--- src/rtl/core/llt_pkg.sv ---
`default_nettype none

package llt_pkg;

    // command codes of an input item
    localparam logic [2:0] CMD_LISTEN     = 3'd0;
    localparam logic [2:0] CMD_TALK       = 3'd1;
    localparam logic [2:0] CMD_HOST_WRITE = 3'd2;
    localparam logic [2:0] CMD_HOST_READ  = 3'd3;
    localparam logic [2:0] CMD_RESTART    = 3'd4;

    // register indexes on the config port
    localparam logic [2:0] REG_BUFFER_LIMIT = 3'd0;
    localparam logic [2:0] REG_STOP_CHAR    = 3'd1;
    localparam logic [2:0] REG_LISTEN_STOP  = 3'd2;
    localparam logic [2:0] REG_RUN_AGAIN    = 3'd3;
    localparam logic [2:0] REG_TALK_END     = 3'd4;

    localparam logic [7:0] CHAR_CR = 8'h0d;
    localparam logic [7:0] CHAR_LF = 8'h0a;

    // sticky status bits
    localparam int ST_FULL  = 0;
    localparam int ST_OVER  = 1;
    localparam int ST_EMPTY = 2;
    localparam int ST_UNDER = 3;

    // spent condition bits (low three line up with listen stop modes)
    localparam int SP_END  = 0;
    localparam int SP_CRLF = 1;
    localparam int SP_CHAR = 2;
    localparam int SP_TALK = 3;

    localparam logic [8:0] LIMIT_RESET = 9'd256;
    localparam logic [7:0] STOP_RESET  = 8'd10;

    typedef struct packed {
        logic [8:0] buffer_limit;
        logic [7:0] stop_char;
        logic [2:0] listen_stop_modes;
        logic [1:0] run_again_modes;
        logic       talk_last_is_end;
    } cfg_t;

endpackage

`default_nettype wire

--- src/rtl/core/llt_ram.sv ---
`default_nettype none

module llt_ram #(
    parameter int WIDTH = 8,
    parameter int DEPTH = 256
) (
    input  wire logic                     aclk,
    input  wire logic                     we,
    input  wire logic [$clog2(DEPTH)-1:0] waddr,
    input  wire logic [WIDTH-1:0]         wdata,
    input  wire logic                     re,
    input  wire logic [$clog2(DEPTH)-1:0] raddr,
    output logic      [WIDTH-1:0]         rdata
);

    logic [WIDTH-1:0] mem [DEPTH];

    always_ff @(posedge aclk) begin
        if (we) begin
            mem[waddr] <= wdata;
        end
        if (re) begin
            rdata <= mem[raddr];
        end
    end

endmodule

`default_nettype wire

--- src/rtl/core/llt_cfg.sv ---
`default_nettype none

module llt_cfg (
    input  wire logic          aclk,
    input  wire logic          aresetn,
    input  wire logic          psel,
    input  wire logic          penable,
    input  wire logic          pwrite,
    input  wire logic [4:0]    paddr,
    input  wire logic [31:0]   pwdata,
    output logic      [31:0]   prdata,
    output logic               pready,
    output llt_pkg::cfg_t      cfg
);
    import llt_pkg::*;

    cfg_t       cfg_reg;
    cfg_t       cfg_next;
    logic [2:0] reg_idx;
    logic       wr_en;

    assign reg_idx = paddr[4:2];
    assign wr_en   = psel && penable && pwrite;
    assign pready  = 1'b1;
    assign cfg     = cfg_reg;

    always_comb begin
        cfg_next = cfg_reg;
        if (wr_en) begin
            unique case (reg_idx)
                REG_BUFFER_LIMIT: cfg_next.buffer_limit      = pwdata[8:0];
                REG_STOP_CHAR:    cfg_next.stop_char         = pwdata[7:0];
                REG_LISTEN_STOP:  cfg_next.listen_stop_modes = pwdata[2:0];
                REG_RUN_AGAIN:    cfg_next.run_again_modes   = pwdata[1:0];
                REG_TALK_END:     cfg_next.talk_last_is_end  = pwdata[0];
                default:          cfg_next = cfg_reg;
            endcase
        end
    end

    always_comb begin
        unique case (reg_idx)
            REG_BUFFER_LIMIT: prdata = {23'd0, cfg_reg.buffer_limit};
            REG_STOP_CHAR:    prdata = {24'd0, cfg_reg.stop_char};
            REG_LISTEN_STOP:  prdata = {29'd0, cfg_reg.listen_stop_modes};
            REG_RUN_AGAIN:    prdata = {30'd0, cfg_reg.run_again_modes};
            REG_TALK_END:     prdata = {31'd0, cfg_reg.talk_last_is_end};
            default:          prdata = 32'd0;
        endcase
    end

    always_ff @(posedge aclk) begin
        if (!aresetn) begin
            cfg_reg.buffer_limit      <= LIMIT_RESET;
            cfg_reg.stop_char         <= STOP_RESET;
            cfg_reg.listen_stop_modes <= 3'd0;
            cfg_reg.run_again_modes   <= 2'd0;
            cfg_reg.talk_last_is_end  <= 1'b0;
        end else begin
            cfg_reg <= cfg_next;
        end
    end

endmodule

`default_nettype wire

--- src/rtl/core/llt_core.sv ---
`default_nettype none

module llt_core #(
    parameter int BUFFER_DEPTH = 256
) (
    input  wire logic          aclk,
    input  wire logic          aresetn,
    input  wire llt_pkg::cfg_t cfg,
    input  wire logic          s_valid,
    output logic               s_ready,
    input  wire logic [2:0]    s_cmd,
    input  wire logic [7:0]    s_frame_byte,
    input  wire logic          s_frame_end,
    input  wire logic [7:0]    s_host_index,
    output logic               m_valid,
    input  wire logic          m_ready,
    output logic [7:0]         m_out_byte,
    output logic               m_out_end,
    output logic               m_out_last,
    output logic               m_out_none,
    output logic               m_halt_request,
    output logic               m_full_flag,
    output logic               m_overflow_flag,
    output logic               m_empty_flag,
    output logic               m_underflow_flag,
    output logic [8:0]         m_fill_count
);
    import llt_pkg::*;

    localparam int AW = $clog2(BUFFER_DEPTH);
    localparam int PW = $clog2(BUFFER_DEPTH + 1);
    localparam int CW = (PW > 9) ? PW : 9;
    localparam logic [CW-1:0] DEPTH_C = CW'(BUFFER_DEPTH);

    // input stage
    logic       in_valid_reg;
    logic [2:0] cmd_reg;
    logic [7:0] fbyte_reg;
    logic       fend_reg;
    logic [7:0] hidx_reg;

    // block state
    logic [PW-1:0] pos_reg,    pos_next;
    logic [3:0]    sticky_reg, sticky_next;
    logic [3:0]    spent_reg,  spent_next;

    // result stage
    logic       out_valid_reg;
    logic       byte_sel_reg, byte_sel_next;
    logic       end_reg,      end_next;
    logic       last_reg,     last_next;
    logic       none_reg,     none_next;
    logic       halt_reg,     halt_next;
    logic [3:0] flags_reg;
    logic [8:0] fill_reg;

    logic          adv;
    logic [CW-1:0] lim, lim_cfg, pos_ext, pos_inc, pos_step, hidx_ext, pos_next_ext;
    logic [2:0]    armed;
    logic          trim, host_ok;
    logic          ram_we, ram_re;
    logic [AW-1:0] ram_waddr, ram_raddr;
    logic [7:0]    ram_rdata;

    // item moves from input stage into result stage
    assign adv     = in_valid_reg && (!out_valid_reg || m_ready);
    assign s_ready = !in_valid_reg || adv;

    assign lim_cfg  = CW'(cfg.buffer_limit);
    assign lim      = (lim_cfg < DEPTH_C) ? lim_cfg : DEPTH_C;
    assign pos_ext  = CW'(pos_reg);
    assign pos_inc  = pos_ext + CW'(1);
    assign hidx_ext = CW'(hidx_reg);
    assign host_ok  = hidx_ext < DEPTH_C;
    assign armed    = cfg.listen_stop_modes & ~spent_reg[2:0];

    always_comb begin
        pos_step      = pos_ext;
        sticky_next   = sticky_reg;
        spent_next    = spent_reg;
        byte_sel_next = 1'b0;
        end_next      = 1'b0;
        last_next     = 1'b0;
        none_next     = 1'b0;
        halt_next     = 1'b0;
        trim          = 1'b0;
        ram_we        = 1'b0;
        ram_re        = 1'b0;
        ram_waddr     = pos_ext[AW-1:0];
        ram_raddr     = pos_ext[AW-1:0];
        unique case (cmd_reg)
            CMD_LISTEN: begin
                if (pos_ext < lim) begin
                    ram_we = adv;
                    if (armed[SP_END] && fend_reg) begin
                        halt_next           = 1'b1;
                        spent_next[SP_END]  = 1'b1;
                        sticky_next[ST_FULL] = 1'b1;
                    end
                    if (armed[SP_CRLF]) begin
                        if (fbyte_reg == CHAR_CR) begin
                            trim = 1'b1;
                        end else if (fbyte_reg == CHAR_LF) begin
                            trim                 = 1'b1;
                            halt_next            = 1'b1;
                            spent_next[SP_CRLF]  = 1'b1;
                            sticky_next[ST_FULL] = 1'b1;
                        end
                    end
                    if (armed[SP_CHAR] && fbyte_reg == cfg.stop_char) begin
                        trim                 = 1'b1;
                        halt_next            = 1'b1;
                        spent_next[SP_CHAR]  = 1'b1;
                        sticky_next[ST_FULL] = 1'b1;
                    end
                    // trimmed bytes leave the pointer where it was
                    pos_step = trim ? pos_ext : pos_inc;
                    if (pos_step == lim) begin
                        if (!cfg.run_again_modes[0]) begin
                            halt_next = 1'b1;
                        end
                        sticky_next[ST_FULL] = 1'b1;
                    end
                end else begin
                    halt_next            = 1'b1;
                    sticky_next[ST_OVER] = 1'b1;
                end
            end
            CMD_TALK: begin
                if (pos_ext < lim) begin
                    ram_re        = adv;
                    byte_sel_next = 1'b1;
                    pos_step      = pos_inc;
                    if (pos_inc == lim) begin
                        if (!cfg.run_again_modes[1]) begin
                            if (cfg.talk_last_is_end && !spent_reg[SP_TALK]) begin
                                spent_next[SP_TALK] = 1'b1;
                                end_next            = 1'b1;
                            end
                            last_next = 1'b1;
                        end
                        sticky_next[ST_EMPTY] = 1'b1;
                    end
                end else begin
                    none_next             = 1'b1;
                    sticky_next[ST_UNDER] = 1'b1;
                end
            end
            CMD_HOST_WRITE: begin
                ram_we    = adv && host_ok;
                ram_waddr = hidx_ext[AW-1:0];
            end
            CMD_HOST_READ: begin
                ram_re        = adv && host_ok;
                ram_raddr     = hidx_ext[AW-1:0];
                byte_sel_next = host_ok;
            end
            CMD_RESTART: begin
                pos_step    = '0;
                sticky_next = '0;
                spent_next  = '0;
            end
            default: begin
                pos_step = pos_ext;
            end
        endcase
    end

    assign pos_next     = pos_step[PW-1:0];
    assign pos_next_ext = CW'(pos_next);

    llt_ram #(
        .WIDTH (8),
        .DEPTH (BUFFER_DEPTH)
    ) u_store (
        .aclk  (aclk),
        .we    (ram_we),
        .waddr (ram_waddr),
        .wdata (fbyte_reg),
        .re    (ram_re),
        .raddr (ram_raddr),
        .rdata (ram_rdata)
    );

    always_ff @(posedge aclk) begin
        if (!aresetn) begin
            in_valid_reg  <= 1'b0;
            out_valid_reg <= 1'b0;
            pos_reg       <= '0;
            sticky_reg    <= '0;
            spent_reg     <= '0;
        end else begin
            if (s_ready) begin
                in_valid_reg <= s_valid;
            end
            if (adv) begin
                out_valid_reg <= 1'b1;
                pos_reg       <= pos_next;
                sticky_reg    <= sticky_next;
                spent_reg     <= spent_next;
            end else if (m_ready) begin
                out_valid_reg <= 1'b0;
            end
        end
    end

    always_ff @(posedge aclk) begin
        if (s_ready && s_valid) begin
            cmd_reg   <= s_cmd;
            fbyte_reg <= s_frame_byte;
            fend_reg  <= s_frame_end;
            hidx_reg  <= s_host_index;
        end
        if (adv) begin
            byte_sel_reg <= byte_sel_next;
            end_reg      <= end_next;
            last_reg     <= last_next;
            none_reg     <= none_next;
            halt_reg     <= halt_next;
            flags_reg    <= sticky_next;
            fill_reg     <= pos_next_ext[8:0];
        end
    end

    assign m_valid          = out_valid_reg;
    assign m_out_byte       = byte_sel_reg ? ram_rdata : 8'd0;
    assign m_out_end        = end_reg;
    assign m_out_last       = last_reg;
    assign m_out_none       = none_reg;
    assign m_halt_request   = halt_reg;
    assign m_full_flag      = flags_reg[ST_FULL];
    assign m_overflow_flag  = flags_reg[ST_OVER];
    assign m_empty_flag     = flags_reg[ST_EMPTY];
    assign m_underflow_flag = flags_reg[ST_UNDER];
    assign m_fill_count     = fill_reg;

endmodule

`default_nettype wire

--- src/rtl/core/loop_listen_talk_buffer.sv ---
// Byte buffer behind a serial loop port. Each transfer on the s_ channel carries one
// command (listen frame, talk request, host write, host read, restart) and produces
// exactly one transfer on the m_ channel, in order. Listen frames fill the buffer at
// the shared pointer and may end on the frame END bit, on CR/LF or on a chosen stop
// character (CR, LF and the stop character are dropped from the buffer); talk requests
// drain it from the same pointer. Each stop condition fires once until a restart.
// m_valid rises once the s_ transfer has passed one input register, then the
// pointer/status update and the buffer RAM access into the result register. A new
// command is taken every cycle; the only throughput limit is backpressure on m_ready,
// which propagates straight back to s_ready. The buffer RAM has no reset: reading a
// location that was never written (by talk or host read) returns garbage. Registers
// sit on a 32-bit APB port at byte offsets 0x00 buffer_limit, 0x04 stop_char,
// 0x08 listen_stop_modes, 0x0C run_again_modes, 0x10 talk_last_is_end; write them
// only while no command is in flight.
`default_nettype none

module loop_listen_talk_buffer #(
    parameter int BUFFER_DEPTH = 256
) (
    input  wire logic        aclk,
    input  wire logic        aresetn,

    // config port
    input  wire logic        psel,
    input  wire logic        penable,
    input  wire logic        pwrite,
    input  wire logic [4:0]  paddr,
    input  wire logic [31:0] pwdata,
    output logic      [31:0] prdata,
    output logic             pready,

    // command channel
    input  wire logic        s_valid,
    output logic             s_ready,
    input  wire logic [2:0]  s_cmd,
    input  wire logic [7:0]  s_frame_byte,
    input  wire logic        s_frame_end,
    input  wire logic [7:0]  s_host_index,

    // result channel
    output logic             m_valid,
    input  wire logic        m_ready,
    output logic [7:0]       m_out_byte,
    output logic             m_out_end,
    output logic             m_out_last,
    output logic             m_out_none,
    output logic             m_halt_request,
    output logic             m_full_flag,
    output logic             m_overflow_flag,
    output logic             m_empty_flag,
    output logic             m_underflow_flag,
    output logic [8:0]       m_fill_count
);
    import llt_pkg::*;

    cfg_t cfg;

    // register file; pready is tied high, writes land on the access phase
    llt_cfg u_cfg (
        .aclk    (aclk),
        .aresetn (aresetn),
        .psel    (psel),
        .penable (penable),
        .pwrite  (pwrite),
        .paddr   (paddr),
        .pwdata  (pwdata),
        .prdata  (prdata),
        .pready  (pready),
        .cfg     (cfg)
    );

    // pointer, status, stop logic and buffer RAM
    llt_core #(
        .BUFFER_DEPTH (BUFFER_DEPTH)
    ) u_core (
        .aclk             (aclk),
        .aresetn          (aresetn),
        .cfg              (cfg),
        .s_valid          (s_valid),
        .s_ready          (s_ready),
        .s_cmd            (s_cmd),
        .s_frame_byte     (s_frame_byte),
        .s_frame_end      (s_frame_end),
        .s_host_index     (s_host_index),
        .m_valid          (m_valid),
        .m_ready          (m_ready),
        .m_out_byte       (m_out_byte),
        .m_out_end        (m_out_end),
        .m_out_last       (m_out_last),
        .m_out_none       (m_out_none),
        .m_halt_request   (m_halt_request),
        .m_full_flag      (m_full_flag),
        .m_overflow_flag  (m_overflow_flag),
        .m_empty_flag     (m_empty_flag),
        .m_underflow_flag (m_underflow_flag),
        .m_fill_count     (m_fill_count)
    );

endmodule

`default_nettype wire
--- config.mk ---
export PLATFORM = sky130hd
export DESIGN_NAME = loop_listen_talk_buffer
export DESIGN_NICKNAME = d
export VERILOG_FILES = /design/src/rtl/core/llt_pkg.sv /design/src/rtl/core/llt_ram.sv /design/src/rtl/core/llt_cfg.sv /design/src/rtl/core/llt_core.sv /design/src/rtl/core/loop_listen_talk_buffer.sv
export SDC_FILE = /design/constraint.sdc
export NUM_CORES = 2
export LEC_CHECK = 0
export BUFFER_PORTS_ARGS = -buffer_cell sky130_fd_sc_hd__buf_2
export CAP_MARGIN = 20
export CORE_ASPECT_RATIO = 1.25
export CORE_UTILIZATION = 27
export DETAILED_ROUTE_END_ITERATION = 6
export SLEW_MARGIN = 30
export SYNTH_ARGS = -nofsm -noshare
export SYNTH_HDL_FRONTEND = slang
export SYNTH_SLANG_ARGS = --single-unit
--- constraint.sdc ---
create_clock -name aclk -period 9.1 [get_ports aclk]
set_clock_uncertainty 0.1 [all_clocks]
set_input_delay 1.82 -clock aclk [delete_from_list [all_inputs] [get_ports aclk]]
set_output_delay 1.82 -clock aclk [all_outputs]
set_load 0.01 [all_outputs]
==> results.ini <==
[run_status]
outcome=finished, final reports clean

[sta]
min_period_ns=5.91
timing.fmax_ghz=0.169
period_share=0.649
fin_setup_tns_ns=0
whs_ns=0.389
slew_headroom=0.267
drv_slew=0
finalHoldViolCount=0
setup_viol=0
grt_setup_unrepaired=false
tightest_slew_ns=1.09

[worst_setup_path]
cp_top_family=compound AO/OA/AOI/OAI gates
slowest_delay_ns=0.82
reg2reg_depth=12
path_class=reg2reg
required_ns=9.56
arrival_ns=6.36
cp-endpoint=u_core.u_store.rdata[7]$_DFFE_PP_
slowest_stage=a2111oi_0
critPathMostFrequentCell=buf_4
r2r_end=u_core.u_store.rdata[7]$_DFFE_PP_
cp.depth=12
cp_cell_sequence=buf_4, nand3b_4, a21o_4, buf_12, nor2_1, buf_4, and2_1, a22oi_1, o311ai_0, or4_1, a2111oi_0, nand4_1
worstPathMaxFanout=90
cp-end-kind=flop
cp_num_buf_inv=3
r2r_start=u_core.cmd_reg[2]$_DFFE_PP_
cp-start-kind=flop
r2r_slack_ns=3.19
startpoint=u_core.cmd_reg[2]$_DFFE_PP_

[clocking]
insertion_delay_ns=0.87
cts_hold_buf=0
numCtsBuffers=205
cts_sinks=2136
cts_max_level=4
clockBufferDepth=4
tritoncts=yes
clk_pin_slew_worst_paths_ns=0.06
postCtsSetupRepairBufs=0
cts_resized=0
cts-root-buf=clkbuf_16

[synth]
seq_area_frac_synth=0.733
yosys.cell_types.count=83
yosys_warnings=0
synth.avg_cell_area_um2=13.6
synth_edf_count=2094
yosys_most_used_dff=edfxtp_1
async_flop_share=0
syn_inst=6396
ys_ff_latch=2136
synth.cell_area_um2=87000

[floorplanning]
num_rows=232
initial_core_util=0.272
io_pins=124
dieWidth_um=510
die_y_um=637
dieArea_um2=324000
placeableCoreArea_um2=320000

[finish]
seq_area_um2=63700
final_nets=6504
areaGrowthSynthToFinish_pct=17.5
final_common_cell=edfxtp_1
largest_reg_flops=2048
fill_cells=31191
mostFrequentLayoutCells=2094 x edfxtp_1, 1454 x nand2_1, 442 x nand3_1, 375 x a21oi_1, 209 x clkbuf_16
multi_input_area_um2=24200
drive_above_1_share=0.141
fin_area_um2=102000
final_cells=10811

[routing]
wirelength_mm=277
drc=0
drt_iter0_markers=7017
drt_pre_antenna_iters=6
detail_route.wl_per_cell_um=25.7
viasPerCell=5.28
ant_nets=0
vias=57062

[flow_run]
max_cap_viol_count=0

[grt]
grt_pass1_vias=54517
track_usage=0.165
antenna_found_initial=11
grt_pass1_wl_mm=394
grt_start_max_net_pins=190
globalRoute.totalOverflow=0

[pwr]
vdd_drop_max_mv=0.152
pwr_density_cell_nw_per_um2=202
p_total_w=0.0206
leakage_nw=31.6

[placed_design]
place_congestion=0.883
numPlacedInstances=10428
place_area_um2=94600
io_buffer_count=74
dp_hpwl_mm=165

[min_path]
hp-class=reg2reg

[how the worst min path moves through the flow]
stage                                                start                          endpoint  cells past startpoint
after floorplan           u_core.spent_reg[3]$_SDFFE_PN0P_  u_core.spent_reg[3]$_SDFFE_PN0P_                      2
after global placement    u_core.spent_reg[3]$_SDFFE_PN0P_  u_core.spent_reg[3]$_SDFFE_PN0P_                      2
after detailed placement  u_core.spent_reg[3]$_SDFFE_PN0P_  u_core.spent_reg[3]$_SDFFE_PN0P_                      2
after CTS                 u_core.spent_reg[3]$_SDFFE_PN0P_  u_core.spent_reg[3]$_SDFFE_PN0P_                      2
after global routing      u_core.spent_reg[1]$_SDFFE_PN0P_  u_core.spent_reg[1]$_SDFFE_PN0P_                      2
final                     u_core.spent_reg[3]$_SDFFE_PN0P_  u_core.spent_reg[3]$_SDFFE_PN0P_                      2
[stage by stage]
| step | setup WS [ns] | util |
|---|---|---|
| after floorplan | 3.36 | - |
| after global placement | 3.00 | 0.293 |
| after detailed placement | 3.00 | 0.296 |
| after CTS | 3.48 | 0.316 |
| after global routing | 3.17 | 0.319 |
| final | 3.19 | 0.319 |
[synth_stat cells (all sizes together), types with 47 or more instances]
cell	n	share of area
nand2	1479	0.064
a221oi	47	0.0047
buf	264	0.015
nand4	73	0.0053
mux2i	113	0.013
a21oi	381	0.022
nor4	277	0.020
mux4	69	0.018
and3	76	0.0055
o21ai	72	0.0041
a22oi	102	0.0088
nor2	91	0.0040
o2111ai	51	0.0051
nand3	442	0.025
a31oi	99	0.0071
edfxtp	2094	0.72
clkbuf	222	0.0096
[power breakdown]
group | leakage [nW] | total, W | internal, W | switching [W]
combinational | 9.25 | 0.00132 | 0.000302 | 0.00102
clock | 3.14 | 0.00846 | 0.00474 | 0.00372
sequential | 19.2 | 0.0108 | 0.0108 | 0.0000166
total | 31.6 | 0.0206 | 0.0159 | 0.00475
[cell families (layout without fill, tap and decap cells)]
group / after synthesis / after routing / share of synthesized area
mux: 190 / 190 / 0.0321
other cells: 2 / 37 / 0.0000864
simple gates: 2590 / 2590 / 0.136
xor+xnor: 32 / 32 / 0.00322
flops: 2136 / 2136 / 0.733
compound gates: 940 / 940 / 0.0699
buf+inv: 496 / 664 / 0.0250
fa+ha+maj: 10 / 10 / 0.00144
[cell type report]
cell class / count / area share
Tap cell: 4212 / 0.0516
Sequential cell: 2136 / 0.624
Multi-Input combinational cell: 3786 / 0.237
Antenna cell: 13 / 0.000318
Inverter: 10 / 0.000367
Timing Repair Buffer: 291 / 0.0243
Clock inverter: 116 / 0.0107
Clock buffer: 247 / 0.0526
[worst reg2reg max path, cell delays in order, from the launching register on]
cell and delay, ns:
edfxtp_1 0.33, buf_4 0.26, nand3b_4 0.52, a21o_4 0.72
buf_12 0.51, nor2_1 0.14, buf_4 0.27, and2_1 0.28
a22oi_1 0.53, o311ai_0 0.38, or4_1 0.50, a2111oi_0 0.82
nand4_1 0.22
[per-layer routing]
metal	vias to the layer above	GRT usage	wire (um)	part of all wire
met5	-	0.00343	61	0.00022
met4	10	0.0871	15100	0.054
met3	618	0.0339	25400	0.091
met2	3009	0.268	132000	0.48
met1	28956	0.206	105000	0.38
li1	24469	-	-	-
No activity file was read; power rests on OpenSTA's default activity.
